## src/hatp_pkg.sv

```systemverilog
// ----------------------------------------------------------------------------
// Hall angle tracking PLL package
// Types and constants shared by the tracking loop.
// ----------------------------------------------------------------------------
package hatp_pkg;

  localparam int CORDIC_STEPS = 24;
  localparam logic signed [33:0] CORDIC_X0 = 34'sd652032874;

  localparam logic [1:0] REG_GAIN_NOW   = 2'd0;
  localparam logic [1:0] REG_GAIN_PREV  = 2'd1;
  localparam logic [1:0] REG_STEP_LIMIT = 2'd2;

  typedef enum logic [2:0] {
    ST_IDLE,
    ST_CORDIC,
    ST_MULT,
    ST_PI,
    ST_SAT,
    ST_OUT
  } state_t;

  function automatic logic [29:0] atan_turn(input logic [4:0] i);
    case (i)
      5'd0:  atan_turn = 30'd536870912;
      5'd1:  atan_turn = 30'd316933406;
      5'd2:  atan_turn = 30'd167458907;
      5'd3:  atan_turn = 30'd85004757;
      5'd4:  atan_turn = 30'd42667331;
      5'd5:  atan_turn = 30'd21354465;
      5'd6:  atan_turn = 30'd10679838;
      5'd7:  atan_turn = 30'd5340247;
      5'd8:  atan_turn = 30'd2670163;
      5'd9:  atan_turn = 30'd1335087;
      5'd10: atan_turn = 30'd667544;
      5'd11: atan_turn = 30'd333772;
      5'd12: atan_turn = 30'd166886;
      5'd13: atan_turn = 30'd83443;
      5'd14: atan_turn = 30'd41722;
      5'd15: atan_turn = 30'd20861;
      5'd16: atan_turn = 30'd10430;
      5'd17: atan_turn = 30'd5215;
      5'd18: atan_turn = 30'd2608;
      5'd19: atan_turn = 30'd1304;
      5'd20: atan_turn = 30'd652;
      5'd21: atan_turn = 30'd326;
      5'd22: atan_turn = 30'd163;
      5'd23: atan_turn = 30'd81;
      default: atan_turn = 30'd0;
    endcase
  endfunction

endpackage

```

## src/hall_angle_tracking_pll.sv

```systemverilog
// ----------------------------------------------------------------------------
// Hall angle tracking PLL
// Tracks the rotor angle from two hall samples with a CORDIC and a PI loop.
// ----------------------------------------------------------------------------
// Sequence: after a word is accepted, the CORDIC runs 24 rotations and one
// step to round and fold the quadrant, a shift-add multiply follows, then
// the PI step and the saturation step, and out_tvalid then rises.
// A new word is accepted only once the previous result has been taken, so
// the next word waits while out_tready stays low.
// Reset (rst_n low, synchronous) clears the angle, accumulator, last error
// and handshake state and restores the register defaults.
module hall_angle_tracking_pll #(
  parameter int ANGLE_BITS = 16
) (
  input  logic        clk,
  input  logic        rst_n,
  input  logic        in_tvalid,
  output logic        in_tready,
  input  logic [23:0] in_tdata,   // hall_a [11:0], hall_b [23:12]
  output logic        out_tvalid,
  input  logic        out_tready,
  output logic [95:0] out_tdata,  // angle, cos_angle, sin_angle, a_cos_term,
                                  // b_sin_term, pi_step from bit 0 up
  input  logic        cfg_we,
  input  logic [1:0]  cfg_index,
  input  logic [17:0] cfg_wdata
);
  import hatp_pkg::*;
  // out_tdata: angle [15:0], cos_angle [31:16], sin_angle [47:32],
  // a_cos_term [59:48], b_sin_term [71:60], pi_step [90:72], zero above.

  state_t state_r, state_nxt;
  logic [15:0] gain_now_r, gain_prev_r;
  logic [17:0] step_limit_r;
  logic [ANGLE_BITS-1:0] angle_r;
  logic signed [18:0] accum_r;
  logic signed [12:0] last_err_r;

  logic signed [11:0] a_r, b_r;
  logic signed [33:0] x_r, y_r;
  logic signed [31:0] z_r;
  logic [1:0] quad_r;
  logic [4:0] cnt_r;
  logic signed [15:0] c_r, s_r;
  // Bit-serial multipliers: the trig multiplicand shifts out one bit a cycle.
  logic [15:0] mc_r, ms_r;
  logic signed [28:0] pa_r, pb_r;
  logic signed [11:0] ac_r, bs_r;
  logic signed [33:0] delta_r;
  logic [95:0] out_r;

  logic [31:0] phase;
  logic signed [33:0] dx, dy;
  logic signed [31:0] at;
  logic signed [17:0] cr, sr;
  logic signed [15:0] cq, sq, cs, ss;
  logic signed [28:0] pa_add, pb_add;
  logic signed [29:0] ra, rb;
  logic signed [12:0] err;
  logic signed [20:0] sum, lim, neg_lim;
  logic signed [18:0] accum_sat;
  logic [ANGLE_BITS-1:0] new_angle;
  logic [15:0] angle16;

  function automatic logic signed [15:0] sat16(input logic signed [17:0] v);
    if (v > 18'sd32767) sat16 = 16'sd32767;
    else if (v < -18'sd32768) sat16 = -16'sd32768;
    else sat16 = v[15:0];
  endfunction

  function automatic logic signed [11:0] sat12(input logic signed [29:0] v);
    logic signed [14:0] t;
    t = v[29:15];
    if (t > 15'sd2047) sat12 = 12'sd2047;
    else if (t < -15'sd2048) sat12 = -12'sd2048;
    else sat12 = t[11:0];
  endfunction

  assign phase = 32'(angle_r) << (32 - ANGLE_BITS);
  assign dx = y_r >>> cnt_r;
  assign dy = x_r >>> cnt_r;
  assign at = 32'(atan_turn(cnt_r));
  assign cr = 18'((x_r + 34'sd16384) >>> 15);
  assign sr = 18'((y_r + 34'sd16384) >>> 15);

  always_comb begin
    cq = sat16(cr);
    sq = sat16(sr);
    case (quad_r)
      2'd0: begin cs = cq; ss = sq; end
      2'd1: begin cs = sat16(-18'(sq)); ss = cq; end
      2'd2: begin cs = sat16(-18'(cq)); ss = sat16(-18'(sq)); end
      default: begin cs = sq; ss = sat16(-18'(cq)); end
    endcase
  end

  // Shift-add step: bit 15 of the trig value carries negative weight.
  always_comb begin
    pa_add = (mc_r[0] ? 29'(a_r) <<< cnt_r[3:0] : 29'sd0);
    pb_add = (ms_r[0] ? 29'(b_r) <<< cnt_r[3:0] : 29'sd0);
    if (cnt_r[3:0] == 4'd15) begin
      pa_add = -pa_add;
      pb_add = -pb_add;
    end
  end

  assign ra = 30'(pa_r) + 30'sd16384;
  assign rb = 30'(pb_r) + 30'sd16384;
  assign err = 13'(ac_r) - 13'(bs_r);

  // Accumulator update and clamp to the signed step limit.
  assign sum = 21'(accum_r) + 21'(delta_r);
  assign lim = $signed({3'b000, step_limit_r});
  assign neg_lim = -lim;
  always_comb begin
    if (sum > lim) accum_sat = lim[18:0];
    else if (sum < neg_lim) accum_sat = neg_lim[18:0];
    else accum_sat = sum[18:0];
  end

  assign new_angle = angle_r + ANGLE_BITS'(accum_sat);
  always_comb begin
    angle16 = '0;
    for (int k = 0; k < 16; k++)
      if (k < ANGLE_BITS) angle16[k] = new_angle[k];
  end

  assign in_tready = (state_r == ST_IDLE);
  assign out_tvalid = (state_r == ST_OUT);
  assign out_tdata = out_r;

  always_comb begin
    state_nxt = state_r;
    case (state_r)
      ST_IDLE:   if (in_tvalid) state_nxt = ST_CORDIC;
      ST_CORDIC: if (cnt_r == 5'd24) state_nxt = ST_MULT;
      ST_MULT:   if (cnt_r[3:0] == 4'd15) state_nxt = ST_PI;
      ST_PI:     state_nxt = ST_SAT;
      ST_SAT:    state_nxt = ST_OUT;
      ST_OUT:    if (out_tready) state_nxt = ST_IDLE;
      default:   state_nxt = ST_IDLE;
    endcase
  end

  always_ff @(posedge clk) begin
    if (!rst_n) begin
      state_r <= ST_IDLE;
      gain_now_r <= 16'd5216;
      gain_prev_r <= 16'd2608;
      step_limit_r <= 18'd104301;
      angle_r <= '0;
      accum_r <= '0;
      last_err_r <= '0;
      cnt_r <= '0;
    end else begin
      state_r <= state_nxt;
      if (cfg_we) begin
        case (cfg_index)
          REG_GAIN_NOW:   gain_now_r <= cfg_wdata[15:0];
          REG_GAIN_PREV:  gain_prev_r <= cfg_wdata[15:0];
          REG_STEP_LIMIT: step_limit_r <= cfg_wdata;
          default: ;
        endcase
      end
      case (state_r)
        ST_IDLE: cnt_r <= '0;
        ST_CORDIC: cnt_r <= (cnt_r == 5'd24) ? 5'd0 : cnt_r + 5'd1;
        ST_MULT: cnt_r <= cnt_r + 5'd1;
        ST_SAT: begin
          accum_r <= accum_sat;
          angle_r <= new_angle;
          last_err_r <= err;
        end
        default: ;
      endcase
    end
  end

  always_ff @(posedge clk) begin
    case (state_r)
      ST_IDLE: begin
        a_r <= in_tdata[11:0];
        b_r <= in_tdata[23:12];
        quad_r <= phase[31:30];
        z_r <= {2'b00, phase[29:0]};
        x_r <= CORDIC_X0;
        y_r <= '0;
        pa_r <= '0;
        pb_r <= '0;
      end
      ST_CORDIC: begin
        // The last count only rounds and folds the finished rotation.
        if (cnt_r == 5'd24) begin
          c_r <= cs; s_r <= ss; mc_r <= cs; ms_r <= ss;
        end else if (!z_r[31]) begin
          x_r <= x_r - dx; y_r <= y_r + dy; z_r <= z_r - at;
        end else begin
          x_r <= x_r + dx; y_r <= y_r - dy; z_r <= z_r + at;
        end
      end
      ST_MULT: begin
        pa_r <= pa_r + pa_add;
        pb_r <= pb_r + pb_add;
        mc_r <= mc_r >> 1;
        ms_r <= ms_r >> 1;
      end
      ST_PI: begin
        ac_r <= sat12(ra);
        bs_r <= sat12(rb);
        delta_r <= 34'(($signed({1'b0, gain_now_r}) * 30'(sat12(ra) - sat12(rb)))
                   - ($signed({1'b0, gain_prev_r}) * 30'(last_err_r)) + 34'sd512) >>> 10;
      end
      ST_SAT: out_r <= {5'd0, accum_sat, bs_r, ac_r, s_r, c_r, angle16};
      default: ;
    endcase
  end

  // The result word and the new angle are both registered in ST_SAT, so the
  // word is complete when ST_OUT is entered.

  a_ready_idle: assert property (@(posedge clk) disable iff (!rst_n)
    in_tready |-> !out_tvalid) else $error("ready while result pending");
  a_cordic_len: assert property (@(posedge clk) disable iff (!rst_n)
    (state_r == ST_CORDIC && cnt_r == 5'd24) |=> state_r == ST_MULT)
    else $error("cordic length");
  a_accum_lim: assert property (@(posedge clk) disable iff (!rst_n)
    (state_r == ST_OUT) |-> (21'(accum_r) <= lim && 21'(accum_r) >= neg_lim))
    else $error("accumulator out of bound");
endmodule

```

## config.mk

```make
export PLATFORM = sky130hd
export DESIGN_NAME = hall_angle_tracking_pll
export DESIGN_NICKNAME = d
export VERILOG_FILES = /design/src/hatp_pkg.sv /design/src/hall_angle_tracking_pll.sv
export SDC_FILE = /design/constraint.sdc
export NUM_CORES = 2
export LEC_CHECK = 0
export ABC_AREA = 1
export BUFFER_PORTS_ARGS = -buffer_cell sky130_fd_sc_hd__buf_2
export CELL_PAD_IN_SITES_DETAIL_PLACEMENT = 1
export CELL_PAD_IN_SITES_GLOBAL_PLACEMENT = 1
export CORE_ASPECT_RATIO = 0.6
export CORE_MARGIN = 2
export CORE_UTILIZATION = 36
export DETAILED_ROUTE_END_ITERATION = 8
export PLACE_DENSITY_LB_ADDON = 0.1
export SETUP_SLACK_MARGIN = 0.05
export SYNTH_ARGS = -nofsm -noshare
export SYNTH_HDL_FRONTEND = slang
export SYNTH_SLANG_ARGS = --single-unit
```

## constraint.sdc

```tcl
create_clock -name clk -period 12 [get_ports clk]
set_clock_uncertainty 0.2 [all_clocks]
set_input_delay 1.8 -clock clk [delete_from_list [all_inputs] [get_ports clk]]
set_output_delay 1.8 -clock clk [all_outputs]
set_load 0.005 [all_outputs]
```

==> metrics.cfg <==
[critical_path]
crit_type = reg -> reg
slowest_delay_ns = 0.58
crit_arrival_ns = 11.24
cp.required_ns = 12.27
critical_path_buf_inv_count = 5
critical_path.top_delay_family = adder cells
endpoint_kind = flop
cp-start-kind = flop
crit_top_cell = nand2_1
cp_max_fo = 12
critical_path.slowest_cell = fa_1

[routing]
top_layer = met5
wl_met1_mm = 118.8
firstDrtPassIters = 5
drt_iter0_drc = 4599
drc = 0
dr_wl_met2_mm = 81.91
via_per_inst = 5.324
routed_wl_mm = 227.3
antenna_left = 0
wl_met3_mm = 23.66
vias = 52820
wl_per_cell_um = 22.91

[clocking]
holdBufCountCts = 0
cts_buffer_depth = 3
cts_tree = done
clkTransAtPathRegs_ns = 0.06
cts_setup_buffers = 0
clock-root-buffer = clkbuf_16
insertion_delay_ns = 0.73
clkSinkCount = 520
cts_resized = 0
cts_htree_levels = 2
cts_buffers = 61

[status]
outcome = finished clean

[synth]
yosys.area.top_type_share_pct = 20.28
synthCells = 7748
ys_ff_latch = 520
post-synth-top-count-cell = nand2_1
async_flop_share_pct = 0
synth_commonest_cells = nand2_1 (1943), inv_1 (1185), nor2_1 (602)
synthTopCellsByArea = edfxtp_1 (20%), fa_1 (13%), nand2_1 (13%), ha_1 (9.6%), inv_1 (7.8%)
synthDistinctLibCells = 75
ys.flop_type = edfxtp_1
ys_seq_area_share_pct = 25.07
yosys.area.top_type = edfxtp_1
synth-edff-count = 384
synth_warnings = 0
synth_area_mm2 = 0.05686
avgSynthCellArea_um2 = 7.339

[floorplan]
start_util_pct = 36.42
dieArea_mm2 = 0.1612
die_h_um = 311.8
row_count = 112
coreArea_mm2 = 0.1561
die_w_um = 517.1
ios = 147

[placement]
portBuffers = 141
hpwl_mm = 185.4
gp_congestion = 0.9408

[sta]
worst_pin_slew_ns = 1.158
report.final.slew_viol_count = 0
fin_crit_sh_pct = 91.38
hold_viol_final = 0
finalSetupViolations = 0
fin_crit_ns = 10.97
slew_headroom_pct = 22.69
fmax_mhz = 91.20
setup_tns_ns = 0
rsz0062_at_grt = false

[global_routing]
grt_usage_pct = 27.93
antenna_found_initial = 8
grt_pass1_vias = 52740
grt_first_pass_wirelength_mm = 341.2
grt_max_degree = 80
grt_overflow = 0

[final_layout]
nets = 8614
drive_above_1_share_pct = 6.441
area_growth_pct = 8.483

[flow_run]
maxCapViolCount = 0

[min_path]
min-delay-path-class = reg -> reg

-- area by class of cell --
type	instances	area [µm²]
Fill cell	19480	94430
Timing Repair Buffer	205	1186
Multi-Input combinational cell	5758	36900
Tap cell	2109	2639
Clock buffer	72	1588
Antenna cell	3	7.507
Inverter	1211	4546
Clock inverter	43	553.0
Sequential cell	520	14270
-- worst register-to-register path, delay by kind of cell (launching register included) --
kind                     cells  cell delay (ns)
adder cells (fa/ha/maj)     10             4.65
AND/OR/NAND/NOR             24             3.83
AO/OA/AOI/OAI                5             1.19
flip-flops                   1             0.39
buffers and inverters        5             0.32
XOR/XNOR                     1             0.17
-- layout by cell type, fill, tap and decap left out, types with 69 or more instances in the layout --
cell type and instances:
nand2_1 1941, inv_1 1183, nor2_1 596, o21ai_0 559, a21oi_1 478, ha_1 435, nand3_1 434, edfxtp_1 384
fa_1 373, xor2_1 194, buf_2 141, dfxtp_1 132, xnor2_1 70, nor3_1 69
-- logic make-up (layout without fill, tap and decap cells) --
| family | Yosys count | after routing | share of synthesized area [%] |
|---|---|---|---|
| AND/OR/NAND/NOR | 3323 | 3323 | 24.68 |
| buffers and inverters | 1474 | 1531 | 10.17 |
| AO/OA/AOI/OAI | 1349 | 1349 | 13.13 |
| adder cells (fa/ha/maj) | 808 | 808 | 22.70 |
| flip-flops | 520 | 520 | 25.07 |
| XOR/XNOR | 265 | 265 | 4.095 |
| multiplexers | 8 | 8 | 0.1408 |
| other | 1 | 8 | 0.006595 |
-- stage by stage --
step	std cells	instance area, µm²	utilization (%)	setup WS (ns)	hold slack [ns]
finish	9921	61680	39.51	1.035	0.2220
global route	9919	61680	39.51	0.3517	0.2293
CTS	9918	61680	39.51	1.170	0.2216
detailed placement	9803	59540	38.14	1.169	0.2061
global placement	9803	59540	38.14	1.428	0.2056
floorplan	7752	56880	-	2.625	0.2003
-- routing by layer --
metal  global-route usage, %  vias up
li1                        -    25080
met3                   9.876      144
met2                   35.26     1549
met5                  0.6849        -
met4                   3.379       12
met1                   44.85    26030
-- sequential cells by signal (all words and copies together), names as in the netlist, 13 cells and up --
signal        count
out_tdata        91
delta_r          21
ms_r             16
step_limit_r     18
x_r              34
gain_now_r       16
c_r              16
accum_r          19
pb_r             29
s_r              16
angle_r          16
mc_r             16
pa_r             29
z_r              32
y_r              34
at               30
gain_prev_r      16
last_err_r       13
-- worst paths after layout --
check                         startpoint                 endpoint  slack, ns  cells after the start
setup reg to reg  pb_r[15]$_SDFFCE_PN0P_    delta_r[19]$_DFFE_PN_       1.03                     45
setup / recovery  pb_r[15]$_SDFFCE_PN0P_    delta_r[19]$_DFFE_PN_       1.03                     45
hold reg to reg        c_r[12]$_DFFE_PP_  out_tdata[28]$_DFFE_PP_       0.22                      0
hold / removal         c_r[12]$_DFFE_PP_  out_tdata[28]$_DFFE_PP_       0.22                      0
Power is not shown: default switching activity piles up to over one toggle a cycle in this logic, so the estimate is an artifact.
